**src/rtl/lfs_pkg.sv**
```systemverilog
// ----------------------------------------------------------------------------
// lfs_pkg
// Types, codes and reset constants shared by the launcher firing sequencer.
// ----------------------------------------------------------------------------
package lfs_pkg;

  localparam int TIMER_BITS_DEF  = 24;
  localparam int BRAKE_OFFSET_US = 300;
  localparam int CFG_AW          = 5;
  localparam int CFG_DW          = 32;
  localparam int POWER_MAX       = 100;

  typedef enum logic [3:0] {
    MODE_IDLE      = 4'd0,
    MODE_ARMING    = 4'd1,
    MODE_ARMED     = 4'd2,
    MODE_DISARMING = 4'd3,
    MODE_DISARMED  = 4'd4,
    MODE_SPINUP    = 4'd5,
    MODE_PUSH      = 4'd6,
    MODE_BRAKE     = 4'd7,
    MODE_COOLDOWN  = 4'd8,
    MODE_ESCTEST   = 4'd9,
    MODE_CALIB     = 4'd10
  } mode_e;

  typedef enum logic [2:0] {
    FUNC_TICK     = 3'd0,
    FUNC_ARM      = 3'd1,
    FUNC_DISARM   = 3'd2,
    FUNC_FIRE     = 3'd3,
    FUNC_BRAKE    = 3'd4,
    FUNC_ESCTEST  = 3'd5,
    FUNC_CALIB    = 3'd6,
    FUNC_ACTIVITY = 3'd7
  } func_e;

  typedef enum logic [1:0] {
    ERR_NONE      = 2'd0,
    ERR_NOT_ARMED = 2'd1,
    ERR_NOT_PUSH  = 2'd2
  } err_e;

  typedef enum logic [2:0] {
    REG_SHOT_DURATION = 3'd0,
    REG_SERVO_NEUTRAL = 3'd1,
    REG_PUSH_OFFSET   = 3'd2,
    REG_SPINUP        = 3'd3,
    REG_BRAKE         = 3'd4,
    REG_COOLDOWN      = 3'd5,
    REG_AUTO_DISARM   = 3'd6,
    REG_ARM_DELAY     = 3'd7
  } reg_idx_e;

  localparam logic [15:0] RST_SHOT_DURATION = 16'd150;
  localparam logic [11:0] RST_SERVO_NEUTRAL = 12'd1500;
  localparam logic [10:0] RST_PUSH_OFFSET   = 11'd500;
  localparam logic [15:0] RST_SPINUP        = 16'd200;
  localparam logic [15:0] RST_BRAKE         = 16'd100;
  localparam logic [15:0] RST_COOLDOWN      = 16'd300;
  localparam logic [23:0] RST_AUTO_DISARM   = 24'd60000;
  localparam logic [15:0] RST_ARM_DELAY     = 16'd1000;

  typedef struct packed {
    logic [15:0] shot_duration_ms;
    logic [11:0] servo_neutral_us;
    logic [10:0] push_offset_us;
    logic [15:0] spin_time_ms;
    logic [15:0] brake_time_ms;
    logic [15:0] cooldown_ms;
    logic [23:0] idle_disarm_ms;
    logic [15:0] arm_wait_ms;
  } cfg_t;

  // sequencer state apart from the elapsed-time counters
  typedef struct packed {
    mode_e       mode;
    mode_e       pending;
    logic [6:0]  target_power;
    logic        armed;
    logic        esc_attach;
    logic        servo_attach;
    logic [6:0]  power_out;
    logic [11:0] pulse_out;
  } seq_st_t;

endpackage

```
**src/rtl/lfs_if.sv**
```systemverilog
// ----------------------------------------------------------------------------
// lfs_in_if / lfs_out_if
// Valid/ready channels for commands and sequencer status beats.
// ----------------------------------------------------------------------------
interface lfs_in_if;
  logic       valid;
  logic       ready;
  logic [2:0] func;
  logic [6:0] power_percent;

  modport source (output valid, func, power_percent, input ready);
  modport sink (input valid, func, power_percent, output ready);
endinterface

interface lfs_out_if;
  logic        valid;
  logic        ready;
  logic [3:0]  current_mode;
  logic        is_armed;
  logic [6:0]  flywheel_power;
  logic [11:0] servo_pulse_us;
  logic        escs_attached;
  logic        servo_attached;
  logic [1:0]  error_code;
  logic        mode_changed;

  modport source (output valid, current_mode, is_armed, flywheel_power, servo_pulse_us,
                  escs_attached, servo_attached, error_code, mode_changed,
                  input ready);
  modport sink (input valid, current_mode, is_armed, flywheel_power, servo_pulse_us,
                escs_attached, servo_attached, error_code, mode_changed,
                output ready);
endinterface

```
**src/rtl/launcher_firing_sequencer_core.sv**
```systemverilog
// ----------------------------------------------------------------------------
// launcher_firing_sequencer_core
// Arm, fire and disarm sequencer for a flywheel-and-servo launcher, one status
// beat for every tick or command beat.
// ----------------------------------------------------------------------------
//  channel  | direction | contents
//  ---------+-----------+-----------------------------------------------------
//  in_ch    | sink      | func, power_percent (tick or command)
//  out_ch   | source    | mode, armed, power, servo pulse, attach, error, change
//  apb      | slave     | eight timing/servo registers at 4*index, no wait states
//
//  the step logic sits between the state registers and the status output
//  register, so in_ch takes a beat every clock unless out_ch stalls;
//  in_ch.ready drops only while the output register is full and out_ch stalls
//  synchronous active-low reset returns idle mode, zero counters, neutral pulse
//  and the default register values
// ----------------------------------------------------------------------------
module launcher_firing_sequencer_core #(
  parameter int TIMER_BITS = lfs_pkg::TIMER_BITS_DEF
) (
  input  logic                        clk,
  input  logic                        rst_n,
  lfs_in_if.sink                      in_ch,
  lfs_out_if.source                   out_ch,
  input  logic                        psel,
  input  logic                        penable,
  input  logic                        pwrite,
  input  logic [lfs_pkg::CFG_AW-1:0]  paddr,
  input  logic [lfs_pkg::CFG_DW-1:0]  pwdata,
  output logic [lfs_pkg::CFG_DW-1:0]  prdata,
  output logic                        pready
);

  lfs_pkg::cfg_t         cfg;
  lfs_pkg::seq_st_t      st_r, st_nxt;
  logic [TIMER_BITS-1:0] mode_ms_r, mode_ms_nxt;
  logic [TIMER_BITS-1:0] idle_ms_r, idle_ms_nxt;
  lfs_pkg::err_e         err;
  logic                  changed;
  logic                  out_valid_r;
  logic                  in_fire;

  // output beat register
  logic [3:0]            mode_out_r;
  logic                  armed_out_r;
  logic [6:0]            power_out_r;
  logic [11:0]           pulse_out_r;
  logic                  esc_out_r;
  logic                  servo_out_r;
  logic [1:0]            err_out_r;
  logic                  changed_out_r;

  lfs_cfg u_cfg (
    .clk     (clk),
    .rst_n   (rst_n),
    .psel    (psel),
    .penable (penable),
    .pwrite  (pwrite),
    .paddr   (paddr),
    .pwdata  (pwdata),
    .prdata  (prdata),
    .pready  (pready),
    .cfg     (cfg)
  );

  lfs_step #(
    .TIMER_BITS (TIMER_BITS)
  ) u_step (
    .func          (in_ch.func),
    .power_percent (in_ch.power_percent),
    .cfg           (cfg),
    .st            (st_r),
    .mode_ms       (mode_ms_r),
    .idle_ms       (idle_ms_r),
    .st_nxt        (st_nxt),
    .mode_ms_nxt   (mode_ms_nxt),
    .idle_ms_nxt   (idle_ms_nxt),
    .err           (err),
    .changed       (changed)
  );

  assign in_ch.ready = !out_valid_r || out_ch.ready;
  assign in_fire     = in_ch.valid && in_ch.ready;

  always_ff @(posedge clk) begin
    if (!rst_n) begin
      st_r.mode         <= lfs_pkg::MODE_IDLE;
      st_r.pending      <= lfs_pkg::MODE_IDLE;
      st_r.target_power <= '0;
      st_r.armed        <= 1'b0;
      st_r.esc_attach   <= 1'b0;
      st_r.servo_attach <= 1'b0;
      st_r.power_out    <= '0;
      st_r.pulse_out    <= lfs_pkg::RST_SERVO_NEUTRAL;
      mode_ms_r         <= '0;
      idle_ms_r         <= '0;
      out_valid_r       <= 1'b0;
    end else begin
      if (in_fire) begin
        st_r        <= st_nxt;
        mode_ms_r   <= mode_ms_nxt;
        idle_ms_r   <= idle_ms_nxt;
        out_valid_r <= 1'b1;
      end else if (out_ch.ready) begin
        out_valid_r <= 1'b0;
      end
    end
  end

  always_ff @(posedge clk) begin
    if (in_fire) begin
      mode_out_r    <= st_nxt.mode;
      armed_out_r   <= st_nxt.armed;
      power_out_r   <= st_nxt.power_out;
      pulse_out_r   <= st_nxt.pulse_out;
      esc_out_r     <= st_nxt.esc_attach;
      servo_out_r   <= st_nxt.servo_attach;
      err_out_r     <= err;
      changed_out_r <= changed;
    end
  end

  assign out_ch.valid          = out_valid_r;
  assign out_ch.current_mode   = mode_out_r;
  assign out_ch.is_armed       = armed_out_r;
  assign out_ch.flywheel_power = power_out_r;
  assign out_ch.servo_pulse_us = pulse_out_r;
  assign out_ch.escs_attached  = esc_out_r;
  assign out_ch.servo_attached = servo_out_r;
  assign out_ch.error_code     = err_out_r;
  assign out_ch.mode_changed   = changed_out_r;

  // armed is only ever set together with the esc attach
  a_armed_attached: assert property (@(posedge clk) disable iff (!rst_n)
    st_r.armed |-> st_r.esc_attach)
    else $error("armed without escs attached");

  // every accepted beat shows up on the output
  a_beat_out: assert property (@(posedge clk) disable iff (!rst_n)
    in_fire |=> out_valid_r)
    else $error("accepted beat produced no status beat");

  a_power_range: assert property (@(posedge clk) disable iff (!rst_n)
    (st_r.power_out <= 7'(lfs_pkg::POWER_MAX)) &&
    (st_r.target_power <= 7'(lfs_pkg::POWER_MAX)))
    else $error("flywheel power above limit");

  // the counter restarts on every mode entry apart from calib and idle
  a_mode_restart: assert property (@(posedge clk) disable iff (!rst_n)
    (in_fire && (st_nxt.mode != st_r.mode) && (st_nxt.mode != lfs_pkg::MODE_CALIB) &&
     (st_nxt.mode != lfs_pkg::MODE_IDLE)) |=> (mode_ms_r == '0))
    else $error("mode entered without timer restart");

endmodule

```
**src/rtl/lfs_cfg.sv**
```systemverilog
// ----------------------------------------------------------------------------
// lfs_cfg
// APB-style register file holding the sequencer timing and servo settings.
// ----------------------------------------------------------------------------
module lfs_cfg (
  input  logic                        clk,
  input  logic                        rst_n,
  input  logic                        psel,
  input  logic                        penable,
  input  logic                        pwrite,
  input  logic [lfs_pkg::CFG_AW-1:0]  paddr,
  input  logic [lfs_pkg::CFG_DW-1:0]  pwdata,
  output logic [lfs_pkg::CFG_DW-1:0]  prdata,
  output logic                        pready,
  output lfs_pkg::cfg_t               cfg
);

  lfs_pkg::cfg_t     cfg_r;
  lfs_pkg::reg_idx_e idx;
  logic              wr_en;

  assign idx    = lfs_pkg::reg_idx_e'(paddr[4:2]);
  assign wr_en  = psel && penable && pwrite;
  assign pready = 1'b1;
  assign cfg    = cfg_r;

  always_ff @(posedge clk) begin
    if (!rst_n) begin
      cfg_r.shot_duration_ms <= lfs_pkg::RST_SHOT_DURATION;
      cfg_r.servo_neutral_us <= lfs_pkg::RST_SERVO_NEUTRAL;
      cfg_r.push_offset_us   <= lfs_pkg::RST_PUSH_OFFSET;
      cfg_r.spin_time_ms     <= lfs_pkg::RST_SPINUP;
      cfg_r.brake_time_ms    <= lfs_pkg::RST_BRAKE;
      cfg_r.cooldown_ms      <= lfs_pkg::RST_COOLDOWN;
      cfg_r.idle_disarm_ms   <= lfs_pkg::RST_AUTO_DISARM;
      cfg_r.arm_wait_ms      <= lfs_pkg::RST_ARM_DELAY;
    end else if (wr_en) begin
      unique case (idx)
        lfs_pkg::REG_SHOT_DURATION: cfg_r.shot_duration_ms <= pwdata[15:0];
        lfs_pkg::REG_SERVO_NEUTRAL: cfg_r.servo_neutral_us <= pwdata[11:0];
        lfs_pkg::REG_PUSH_OFFSET:   cfg_r.push_offset_us   <= pwdata[10:0];
        lfs_pkg::REG_SPINUP:        cfg_r.spin_time_ms     <= pwdata[15:0];
        lfs_pkg::REG_BRAKE:         cfg_r.brake_time_ms    <= pwdata[15:0];
        lfs_pkg::REG_COOLDOWN:      cfg_r.cooldown_ms      <= pwdata[15:0];
        lfs_pkg::REG_AUTO_DISARM:   cfg_r.idle_disarm_ms   <= pwdata[23:0];
        lfs_pkg::REG_ARM_DELAY:     cfg_r.arm_wait_ms      <= pwdata[15:0];
        default: ;
      endcase
    end
  end

  always_comb begin
    unique case (idx)
      lfs_pkg::REG_SHOT_DURATION: prdata = 32'(cfg_r.shot_duration_ms);
      lfs_pkg::REG_SERVO_NEUTRAL: prdata = 32'(cfg_r.servo_neutral_us);
      lfs_pkg::REG_PUSH_OFFSET:   prdata = 32'(cfg_r.push_offset_us);
      lfs_pkg::REG_SPINUP:        prdata = 32'(cfg_r.spin_time_ms);
      lfs_pkg::REG_BRAKE:         prdata = 32'(cfg_r.brake_time_ms);
      lfs_pkg::REG_COOLDOWN:      prdata = 32'(cfg_r.cooldown_ms);
      lfs_pkg::REG_AUTO_DISARM:   prdata = 32'(cfg_r.idle_disarm_ms);
      lfs_pkg::REG_ARM_DELAY:     prdata = 32'(cfg_r.arm_wait_ms);
      default:                    prdata = '0;
    endcase
  end

endmodule

```
**src/rtl/lfs_step.sv**
```systemverilog
// ----------------------------------------------------------------------------
// lfs_step
// Next-state logic for one tick or command: counters, timed transitions,
// command handling and mode entry actions.
// ----------------------------------------------------------------------------
module lfs_step #(
  parameter int TIMER_BITS = lfs_pkg::TIMER_BITS_DEF
) (
  input  logic [2:0]             func,
  input  logic [6:0]             power_percent,
  input  lfs_pkg::cfg_t          cfg,
  input  lfs_pkg::seq_st_t       st,
  input  logic [TIMER_BITS-1:0]  mode_ms,
  input  logic [TIMER_BITS-1:0]  idle_ms,
  output lfs_pkg::seq_st_t       st_nxt,
  output logic [TIMER_BITS-1:0]  mode_ms_nxt,
  output logic [TIMER_BITS-1:0]  idle_ms_nxt,
  output lfs_pkg::err_e          err,
  output logic                   changed
);

  localparam int CMP_W = (TIMER_BITS > 24) ? TIMER_BITS : 24;

  logic [TIMER_BITS-1:0] mode_inc;
  logic [TIMER_BITS-1:0] idle_inc;
  logic [CMP_W-1:0]      mode_cmp;
  logic [CMP_W-1:0]      idle_cmp;
  logic [12:0]           push_sum;
  logic [11:0]           push_pulse;
  logic [11:0]           brake_pulse;
  logic [6:0]            power_sat;
  lfs_pkg::func_e        fn;
  lfs_pkg::mode_e        pend;

  assign fn       = lfs_pkg::func_e'(func);
  assign mode_inc = (&mode_ms) ? mode_ms : mode_ms + 1'b1;
  assign idle_inc = (&idle_ms) ? idle_ms : idle_ms + 1'b1;
  assign mode_cmp = CMP_W'(mode_inc);
  assign idle_cmp = CMP_W'(idle_inc);

  assign push_sum    = {1'b0, cfg.servo_neutral_us} + {2'b00, cfg.push_offset_us};
  assign push_pulse  = push_sum[12] ? 12'hFFF : push_sum[11:0];
  assign brake_pulse = (cfg.servo_neutral_us >= 12'(lfs_pkg::BRAKE_OFFSET_US)) ?
                       cfg.servo_neutral_us - 12'(lfs_pkg::BRAKE_OFFSET_US) : 12'd0;
  assign power_sat   = (power_percent > 7'(lfs_pkg::POWER_MAX)) ?
                       7'(lfs_pkg::POWER_MAX) : power_percent;

  always_comb begin
    st_nxt      = st;
    mode_ms_nxt = mode_ms;
    idle_ms_nxt = idle_ms;
    err         = lfs_pkg::ERR_NONE;
    changed     = 1'b0;
    pend        = st.pending;

    case (fn)
      lfs_pkg::FUNC_TICK: begin
        mode_ms_nxt = mode_inc;
        idle_ms_nxt = idle_inc;
        // timed transitions only when no command request is outstanding
        if (st.pending == st.mode) begin
          unique case (st.mode)
            lfs_pkg::MODE_ARMING:
              if (mode_cmp >= CMP_W'(cfg.arm_wait_ms)) pend = lfs_pkg::MODE_ARMED;
            lfs_pkg::MODE_ARMED:
              if (idle_cmp >= CMP_W'(cfg.idle_disarm_ms)) pend = lfs_pkg::MODE_DISARMING;
            lfs_pkg::MODE_DISARMING:
              pend = lfs_pkg::MODE_DISARMED;
            lfs_pkg::MODE_SPINUP:
              if (mode_cmp >= CMP_W'(cfg.spin_time_ms)) pend = lfs_pkg::MODE_PUSH;
            lfs_pkg::MODE_PUSH:
              if (mode_cmp >= CMP_W'(cfg.shot_duration_ms)) pend = lfs_pkg::MODE_COOLDOWN;
            lfs_pkg::MODE_BRAKE:
              if (mode_cmp >= CMP_W'(cfg.brake_time_ms)) pend = lfs_pkg::MODE_COOLDOWN;
            lfs_pkg::MODE_COOLDOWN:
              if (mode_cmp >= CMP_W'(cfg.cooldown_ms)) pend = lfs_pkg::MODE_ARMED;
            default: ;
          endcase
        end
        st_nxt.pending = pend;
        if (pend != st.mode) begin
          st_nxt.mode = pend;
          mode_ms_nxt = '0;
          changed     = 1'b1;
          // entry actions
          unique case (pend)
            lfs_pkg::MODE_ARMED: begin
              st_nxt.esc_attach = 1'b1;
              st_nxt.armed      = 1'b1;
              if (st.mode == lfs_pkg::MODE_COOLDOWN) st_nxt.servo_attach = 1'b0;
            end
            lfs_pkg::MODE_DISARMING: st_nxt.armed = 1'b0;
            lfs_pkg::MODE_DISARMED: begin
              st_nxt.esc_attach   = 1'b0;
              st_nxt.servo_attach = 1'b0;
            end
            lfs_pkg::MODE_SPINUP, lfs_pkg::MODE_ESCTEST:
              st_nxt.power_out = st.target_power;
            lfs_pkg::MODE_PUSH: begin
              st_nxt.servo_attach = 1'b1;
              st_nxt.pulse_out    = push_pulse;
            end
            lfs_pkg::MODE_BRAKE: st_nxt.pulse_out = brake_pulse;
            lfs_pkg::MODE_COOLDOWN: begin
              st_nxt.pulse_out = cfg.servo_neutral_us;
              st_nxt.power_out = '0;
            end
            default: ;
          endcase
        end
      end
      lfs_pkg::FUNC_ARM: begin
        idle_ms_nxt = '0;
        if (!st.armed && (st.mode == lfs_pkg::MODE_IDLE ||
                          st.mode == lfs_pkg::MODE_DISARMED)) begin
          st_nxt.pending = lfs_pkg::MODE_ARMING;
          mode_ms_nxt    = '0;
        end
      end
      lfs_pkg::FUNC_DISARM: begin
        if (st.mode == lfs_pkg::MODE_CALIB) begin
          st_nxt.esc_attach   = 1'b0;
          st_nxt.servo_attach = 1'b0;
          st_nxt.armed        = 1'b0;
          st_nxt.mode         = lfs_pkg::MODE_IDLE;
          st_nxt.pending      = lfs_pkg::MODE_IDLE;
          changed             = 1'b1;
        end else begin
          st_nxt.pending = lfs_pkg::MODE_DISARMING;
          mode_ms_nxt    = '0;
        end
      end
      lfs_pkg::FUNC_FIRE: begin
        if (!st.armed) begin
          err = lfs_pkg::ERR_NOT_ARMED;
        end else if (st.mode == lfs_pkg::MODE_ARMED) begin
          st_nxt.target_power = power_sat;
          st_nxt.pending      = lfs_pkg::MODE_SPINUP;
          mode_ms_nxt         = '0;
          idle_ms_nxt         = '0;
        end
      end
      lfs_pkg::FUNC_BRAKE: begin
        if (st.mode != lfs_pkg::MODE_PUSH) begin
          err = lfs_pkg::ERR_NOT_PUSH;
        end else begin
          st_nxt.pending = lfs_pkg::MODE_BRAKE;
          mode_ms_nxt    = '0;
        end
      end
      lfs_pkg::FUNC_ESCTEST: begin
        if (!st.armed) begin
          err = lfs_pkg::ERR_NOT_ARMED;
        end else begin
          st_nxt.target_power = power_sat;
          st_nxt.pending      = lfs_pkg::MODE_ESCTEST;
          mode_ms_nxt         = '0;
          idle_ms_nxt         = '0;
        end
      end
      lfs_pkg::FUNC_CALIB: begin
        if (!st.armed) begin
          err = lfs_pkg::ERR_NOT_ARMED;
        end else begin
          st_nxt.esc_attach = 1'b1;
          changed           = (st.mode != lfs_pkg::MODE_CALIB);
          st_nxt.mode       = lfs_pkg::MODE_CALIB;
          st_nxt.pending    = lfs_pkg::MODE_CALIB;
        end
      end
      default: idle_ms_nxt = '0;
    endcase
  end

endmodule

```
**src/flat_wrapper.sv**
```systemverilog
// flat-port wrapper written by rule: the top's interface ports become plain ports
module launcher_firing_sequencer_core_flat 
#(
  parameter int TIMER_BITS = lfs_pkg::TIMER_BITS_DEF
)
  (clk, rst_n, psel, penable, pwrite, paddr, pwdata, prdata, pready, in_ch_valid, in_ch_func, in_ch_power_percent, in_ch_ready, out_ch_valid, out_ch_current_mode, out_ch_is_armed, out_ch_flywheel_power, out_ch_servo_pulse_us, out_ch_escs_attached, out_ch_servo_attached, out_ch_error_code, out_ch_mode_changed, out_ch_ready);
  lfs_in_if in_ch_i ();
  lfs_out_if out_ch_i ();
  input  logic clk;
  input  logic rst_n;
  input  logic psel;
  input  logic penable;
  input  logic pwrite;
  input  logic [lfs_pkg::CFG_AW-1:0] paddr;
  input  logic [lfs_pkg::CFG_DW-1:0] pwdata;
  output logic [lfs_pkg::CFG_DW-1:0] prdata;
  output logic pready;
  input wire logic [$bits(in_ch_i.valid)-1:0] in_ch_valid;
  input wire logic [$bits(in_ch_i.func)-1:0] in_ch_func;
  input wire logic [$bits(in_ch_i.power_percent)-1:0] in_ch_power_percent;
  output wire logic [$bits(in_ch_i.ready)-1:0] in_ch_ready;
  output wire logic [$bits(out_ch_i.valid)-1:0] out_ch_valid;
  output wire logic [$bits(out_ch_i.current_mode)-1:0] out_ch_current_mode;
  output wire logic [$bits(out_ch_i.is_armed)-1:0] out_ch_is_armed;
  output wire logic [$bits(out_ch_i.flywheel_power)-1:0] out_ch_flywheel_power;
  output wire logic [$bits(out_ch_i.servo_pulse_us)-1:0] out_ch_servo_pulse_us;
  output wire logic [$bits(out_ch_i.escs_attached)-1:0] out_ch_escs_attached;
  output wire logic [$bits(out_ch_i.servo_attached)-1:0] out_ch_servo_attached;
  output wire logic [$bits(out_ch_i.error_code)-1:0] out_ch_error_code;
  output wire logic [$bits(out_ch_i.mode_changed)-1:0] out_ch_mode_changed;
  input wire logic [$bits(out_ch_i.ready)-1:0] out_ch_ready;
  assign in_ch_i.valid = in_ch_valid;
  assign in_ch_i.func = in_ch_func;
  assign in_ch_i.power_percent = in_ch_power_percent;
  assign in_ch_ready = in_ch_i.ready;
  assign out_ch_valid = out_ch_i.valid;
  assign out_ch_current_mode = out_ch_i.current_mode;
  assign out_ch_is_armed = out_ch_i.is_armed;
  assign out_ch_flywheel_power = out_ch_i.flywheel_power;
  assign out_ch_servo_pulse_us = out_ch_i.servo_pulse_us;
  assign out_ch_escs_attached = out_ch_i.escs_attached;
  assign out_ch_servo_attached = out_ch_i.servo_attached;
  assign out_ch_error_code = out_ch_i.error_code;
  assign out_ch_mode_changed = out_ch_i.mode_changed;
  assign out_ch_i.ready = out_ch_ready;
  launcher_firing_sequencer_core #(.TIMER_BITS(TIMER_BITS)) u_core (.clk(clk), .rst_n(rst_n), .in_ch(in_ch_i), .out_ch(out_ch_i), .psel(psel), .penable(penable), .pwrite(pwrite), .paddr(paddr), .pwdata(pwdata), .prdata(prdata), .pready(pready));
endmodule
```
**config.mk**
```make
export PLATFORM = sky130hd
export DESIGN_NAME = launcher_firing_sequencer_core_flat
export DESIGN_NICKNAME = d
export VERILOG_FILES = /design/src/rtl/lfs_pkg.sv /design/src/rtl/lfs_if.sv /design/src/rtl/launcher_firing_sequencer_core.sv /design/src/rtl/lfs_cfg.sv /design/src/rtl/lfs_step.sv /design/src/flat_wrapper.sv
export SDC_FILE = /design/constraint.sdc
export NUM_CORES = 1
export LEC_CHECK = 0
export BUFFER_PORTS_ARGS = -buffer_cell sky130_fd_sc_hd__buf_4
export CAP_MARGIN = 10
export CORE_MARGIN = 3
export CORE_UTILIZATION = 44
export DETAILED_ROUTE_END_ITERATION = 16
export PLACE_DENSITY_LB_ADDON = 0.2
export SYNTH_ARGS = -nofsm -noshare
export SYNTH_HDL_FRONTEND = slang
export SYNTH_SLANG_ARGS = --single-unit
export TNS_END_PERCENT = 20
```
**constraint.sdc**
```tcl
create_clock -name clk -period 10.7 [get_ports clk]
set_clock_uncertainty 0.05 [all_clocks]
set_input_delay 1.605 -clock clk [delete_from_list [all_inputs] [get_ports clk]]
set_output_delay 1.605 -clock clk [all_outputs]
set_load 0.01 [all_outputs]
```
* Word-level counts from Yosys, hierarchy flattened
Cells that the tools add are included.
** Word-level totals
- Register bits after elaboration :: 242
- Output and inout bits :: 64
- Logic and storage cells :: 171
** Operators by class
- $add $sub $neg :: 4
- Magnitude comparators :: 8
- Equal/unequal tests :: 41
- Multiplexer cells :: 58
- Bitwise gates (word level) :: 1
- Reduce and logical (&&, ||, !) cells :: 32
** Operators by type and width (number)
- 32-bit one-hot mux with 8 select lines :: 1
- 24-bit 2-to-1 mux :: 9
- 24-bit one-hot mux with 6 select lines :: 1
- 24-bit by 16-bit >= comparator with 1-bit output :: 5
- 24-bit one-hot mux with 4 select lines :: 1
- 4-bit one-hot mux with 7 select lines :: 2
- 24-bit by 1-bit adder with 24-bit output (second input constant) :: 2
- 4-bit 2-to-1 mux :: 12
- 24-bit AND reduction :: 2
- 12-bit one-hot mux with 3 select lines :: 1
- 11-bit 2-to-1 mux :: 3
- 4-bit by 3-bit equality test with 1-bit output (second input constant) :: 8
- 7-bit one-hot mux with 2 select lines :: 2
- 24-bit >= comparator :: 1
- 12-bit 2-to-1 mux :: 2
- 22-bit 2-to-1 mux :: 1
- 3-bit equality test (second input constant) :: 7
- 19-bit 2-to-1 mux :: 1
- 4-bit by 2-bit equality test with 1-bit output (second input constant) :: 4
- 4-bit equality test (second input constant) :: 4
- 2-bit AND reduction :: 8
- 8-bit AND reduction :: 2
- 12-bit by 11-bit adder with 13-bit output :: 1
- 3-bit by 2-bit equality test with 1-bit output (second input constant) :: 4
- other kinds (32) :: 60

* Logic depth before layout (Yosys ltp)
- Word-level depth :: 12
- Mapped depth :: 24
- Gate-level depth less buffers :: 20

* Hierarchy
From an unflattened synthesis, not the netlist that was laid out.
** Unflattened totals
- Cell total of the unflattened synthesis :: 2206
- Area, all modules :: 17148.9 sq um
** Modules (own cells, without submodules)
- lfs_step :: times used 1, cells an instance 1075, area each 7021.7 sq um, seq. area each 0.0 sq um
- lfs_cfg :: times used 1, cells an instance 727, area each 5851.9 sq um, seq. area each 2542.4 sq um
- launcher_firing_sequencer_core :: times used 1, cells an instance 404, area each 4275.4 sq um, seq. area each 2592.5 sq um

* Least setup slack after synthesis
Ideal clock, no wire load.
- Path kind :: register to register
- From :: register u_core.idle_ms_r[20]
- To :: register u_core.pulse_out_r[2], in the netlist u_core.out_ch.servo_pulse_us[2], data pin
- Arrival time :: 5.402 ns
- Data required time :: 10.388 ns
- Path slack :: 4.986 ns
- Stages on the path, launching flop included :: 20
- Period minus slack after synthesis :: 5.714 ns
- Cells stage by stage :: dfxtp_1 -> nand4_1 -> or3_1 -> nor4_1 -> nand4b_1 -> nor4_1 -> nand2b_1 -> nor2_1 -> xor2_1 -> ha_1 -> nand4_1 -> or4_1 -> o31ai_1 -> a31oi_1 -> o21a_1 -> or4_4 -> a21o_1 -> nand3_2 -> buf_4 -> mux2_1
** RTL lines
- start: declaration :: line launcher_firing_sequencer_core.sv:37 : logic [TIMER_BITS-1:0] idle_ms_r, idle_ms_nxt;
- start signal: assignment :: line launcher_firing_sequencer_core.sv:102 : idle_ms_r <= idle_ms_nxt;
- end signal: assignment :: line launcher_firing_sequencer_core.sv:115 : pulse_out_r <= st_nxt.pulse_out;
- end: declaration :: line launcher_firing_sequencer_core.sv:47 : logic [11:0] pulse_out_r;

==> results.json <==
{
  "grt.overflow.total": 0,
  "period_minus_slack_ns": 7.37,
  "fin_hold_ws_ns": 0.404,
  "cts_tree": "built",
  "period_share_pct": 68.8,
  "syn_avg_cell_area_um2": 7.86,
  "drt-total-wl_mm": 44.9,
  "finalMaxSlewViolations": 0,
  "place_congestion": 0.945,
  "ys_warn_count": 0,
  "p_int_w": 0.00172,
  "final_hold_viol_count": 0,
  "end_kind": "register",
  "ant_nets": 0,
  "cts_buffers": 29,
  "diodes": 0,
  "min_path_type": "reg2reg",
  "path_clk_slew_ns": 0.06,
  "switchingPower_w": 0.000566,
  "drive_gt1_share_pct": 10.7,
  "clkSinkCount": 242,
  "vias_per_cell": 5.76,
  "antenna_found_initial": 0,
  "grt_pass1_wl_mm": 70.6,
  "track_usage_pct": 23.7,
  "htreeDepth": 1,
  "seq_area_frac_synth_pct": 33.5,
  "p_comb_share_pct": 9.6,
  "drtPass1Iterations": 5,
  "ios": 118,
  "syn_to_final_growth_pct": 13.4,
  "path_max_fanout": 16,
  "final_cell_mix": "nand2_1, dfxtp_1, a21oi_1",
  "leakage_nw": 6.89,
  "max_freq_mhz": 136,
  "power_density_mw_per_mm2": 131,
  "cts_hold_buf": 0,
  "synthFlopType": "dfxtp_1",
  "clock_latency_ns": 0.55,
  "setup_tns_ns": 0,
  "worstPathRequired_ns": 10.94,
  "final_common_cell": "nand2_1",
  "crit_type": "reg2reg",
  "synth_cell_types": 89,
  "arrival_ns": 7.61,
  "initial_core_util_pct": 45.2,
  "clockBufferDepth": 3,
  "peakVddDrop_v": 0.000126,
  "num-nets-final": 2159,
  "setup_viol": 0,
  "vias": 14153,
  "grt_pass1_vias": 13111,
  "die_w_um": 193,
  "max_slew_margin_pct": 25.0,
  "rsz0062_at_grt": "no",
  "synthArstFlopShare_pct": 0,
  "outcome": "completed",
  "start_kind": "register",
  "fp.dieH_um": 193,
  "maxCapViolCount": 0,
  "switching_share_pct": 24.8,
  "wl_per_cell_um": 18.3,
  "synth_area_mm2": 0.0153,
  "synth_cells": 1952,
  "core_area_mm2": 0.0340,
  "place_hpwl_mm": 32.9,
  "fillers": 3260,
  "drc": 0,
  "row_count": 67,
  "synth-edff-count": 29,
  "tightest_slew_ns": 1.12,
  "setup_slack_ns": 3.33,
  "cts_resized": 0,
  "pwr-share-clk_pct": 49.2,
  "numPortBuffers": 98,
  "postCtsSetupBuffers": 0,
  "synth-seq-cells": 242,
  "clockRootBuffer": "clkbuf_16",
  "grt_max_degree": 90,
  "seq_power_share_pct": 41.2,
  "pre_cts_ws_ns": 3.32,
  "dieArea_mm2": 0.0371,
  "drt-initial-drc-count": 1010
}
-- metrics by stage --
| stage | utilization [%] | cell area [µm²] | instances | power, W |
|---|---|---|---|---|
| 5_1_grt | 51.2 | 17400 | 2456 | 0.00236 |
| 6_report | 51.2 | 17400 | 2456 | 0.00229 |
| 3_3_place_gp | 48.0 | 16300 | 2403 | 0.00118 |
| 3_5_place_dp | 48.0 | 16300 | 2403 | 0.00118 |
| 4_1_cts | 51.2 | 17400 | 2456 | 0.00230 |
| 2_1_floorplan | - | 15400 | 1959 | 0.00110 |
-- sequential cells by signal, indices dropped and copies added, names as in the netlist, 2 cells and up --
| name | count |
|---|---|
| u_core.idle_ms_r | 24 |
| u_core.out_ch.flywheel_power | 7 |
| u_core.out_ch.servo_pulse_us | 12 |
| u_core.st_r | 37 |
| u_core.out_ch.current_mode | 4 |
| u_core.u_cfg.cfg | 127 |
| u_core.out_ch.error_code | 2 |
| u_core.mode_ms_r | 24 |
-- Yosys cell counts (13+ instances only) --
| cell type | number | area (µm²) |
|---|---|---|
| nand2_1 | 342 | 1280 |
| dfxtp_1 | 213 | 4260 |
| a21oi_1 | 198 | 991 |
| inv_1 | 139 | 522 |
| nor2_1 | 129 | 484 |
| ha_1 | 118 | 1480 |
| clkbuf_1 | 80 | 300 |
| o21ai_0 | 71 | 355 |
| nand3_1 | 56 | 280 |
| o211ai_1 | 37 | 278 |
| a22oi_1 | 34 | 255 |
| xnor2_1 | 33 | 289 |
| edfxtp_1 | 29 | 871 |
| nor3_1 | 27 | 135 |
| mux2i_1 | 25 | 250 |
| nand4_1 | 24 | 150 |
| and3_1 | 23 | 144 |
| xor2_1 | 23 | 201 |
| a31oi_1 | 20 | 125 |
| a211oi_1 | 18 | 135 |
| nand2b_1 | 17 | 106 |
| a221oi_1 | 15 | 131 |
| a21o_1 | 13 | 97.6 |
-- area by class of cell --
type	count	area (µm²)	area share, %
inverters	141	532	3.06
well taps	448	561	3.22
clock inverters	16	269	1.55
multi-input cells	1453	9180	52.8
clock buffers	37	828	4.76
repair buffers	119	893	5.14
flip-flops and latches	242	5130	29.5
-- path summary, 6_finish.rpt --
kind,from,to,slack (ns),cells past startpoint
setup / recovery,u_core.idle_ms_r[3],u_core.out_ch.servo_pulse_us[2],3.33,21
hold / removal,u_core.u_cfg.cfg[14],u_core.u_cfg.cfg[14],0.40,2
setup reg to reg,u_core.idle_ms_r[3],u_core.out_ch.servo_pulse_us[2],3.33,21
hold reg to reg,u_core.u_cfg.cfg[14],u_core.u_cfg.cfg[14],0.40,2
-- logic make-up after synthesis --
logic type	synth area share [%]
fa+ha+maj	9.76
compound gates	22.3
xor+xnor	3.20
other cells	0.0490
simple gates	20.8
buf+inv	7.02
mux	3.39
flops	33.5
-- power by group through the flow --
stage | registers (W) | clock network [W] | logic, W
CTS | 0.000941 | 0.00115 | 0.000217
finish | 0.000941 | 0.00112 | 0.000220
global route | 0.000942 | 0.00118 | 0.000240
floorplan | 0.000959 | 0 | 0.000142
detailed placement | 0.000961 | 0 | 0.000216
global placement | 0.000960 | 0 | 0.000215
-- worst max-delay path, stage by stage (launching register included) --
cell and delay, ns:
dfxtp_1 0.36, and3_1 0.17, and3_1 0.21, nand3_1 0.22, nor4_1 0.09, buf_4 0.18
nand4b_1 0.48, nor4_1 0.76, nand2b_1 0.25, nor2_1 0.30, xor2_1 0.11, ha_1 0.30
nand4_1 0.14, or4_1 0.56, o311ai_0 0.82, a21oi_1 0.22, o21a_1 0.30, o21ai_1 0.37
a21o_1 0.18, buf_4 0.23, nand3_2 0.36, mux2_1 0.44
-- routing by layer --
metal  track usage (%)  part of all wire (%)  up-vias
met5                 0                     0        -
met4              8.52                   3.7        0
met3              2.76                   6.6       88
met2              39.0                    45      452
met1              32.2                    44     6619
li1                  -                     -     6994
No activity file was read; power rests on OpenSTA's default activity.
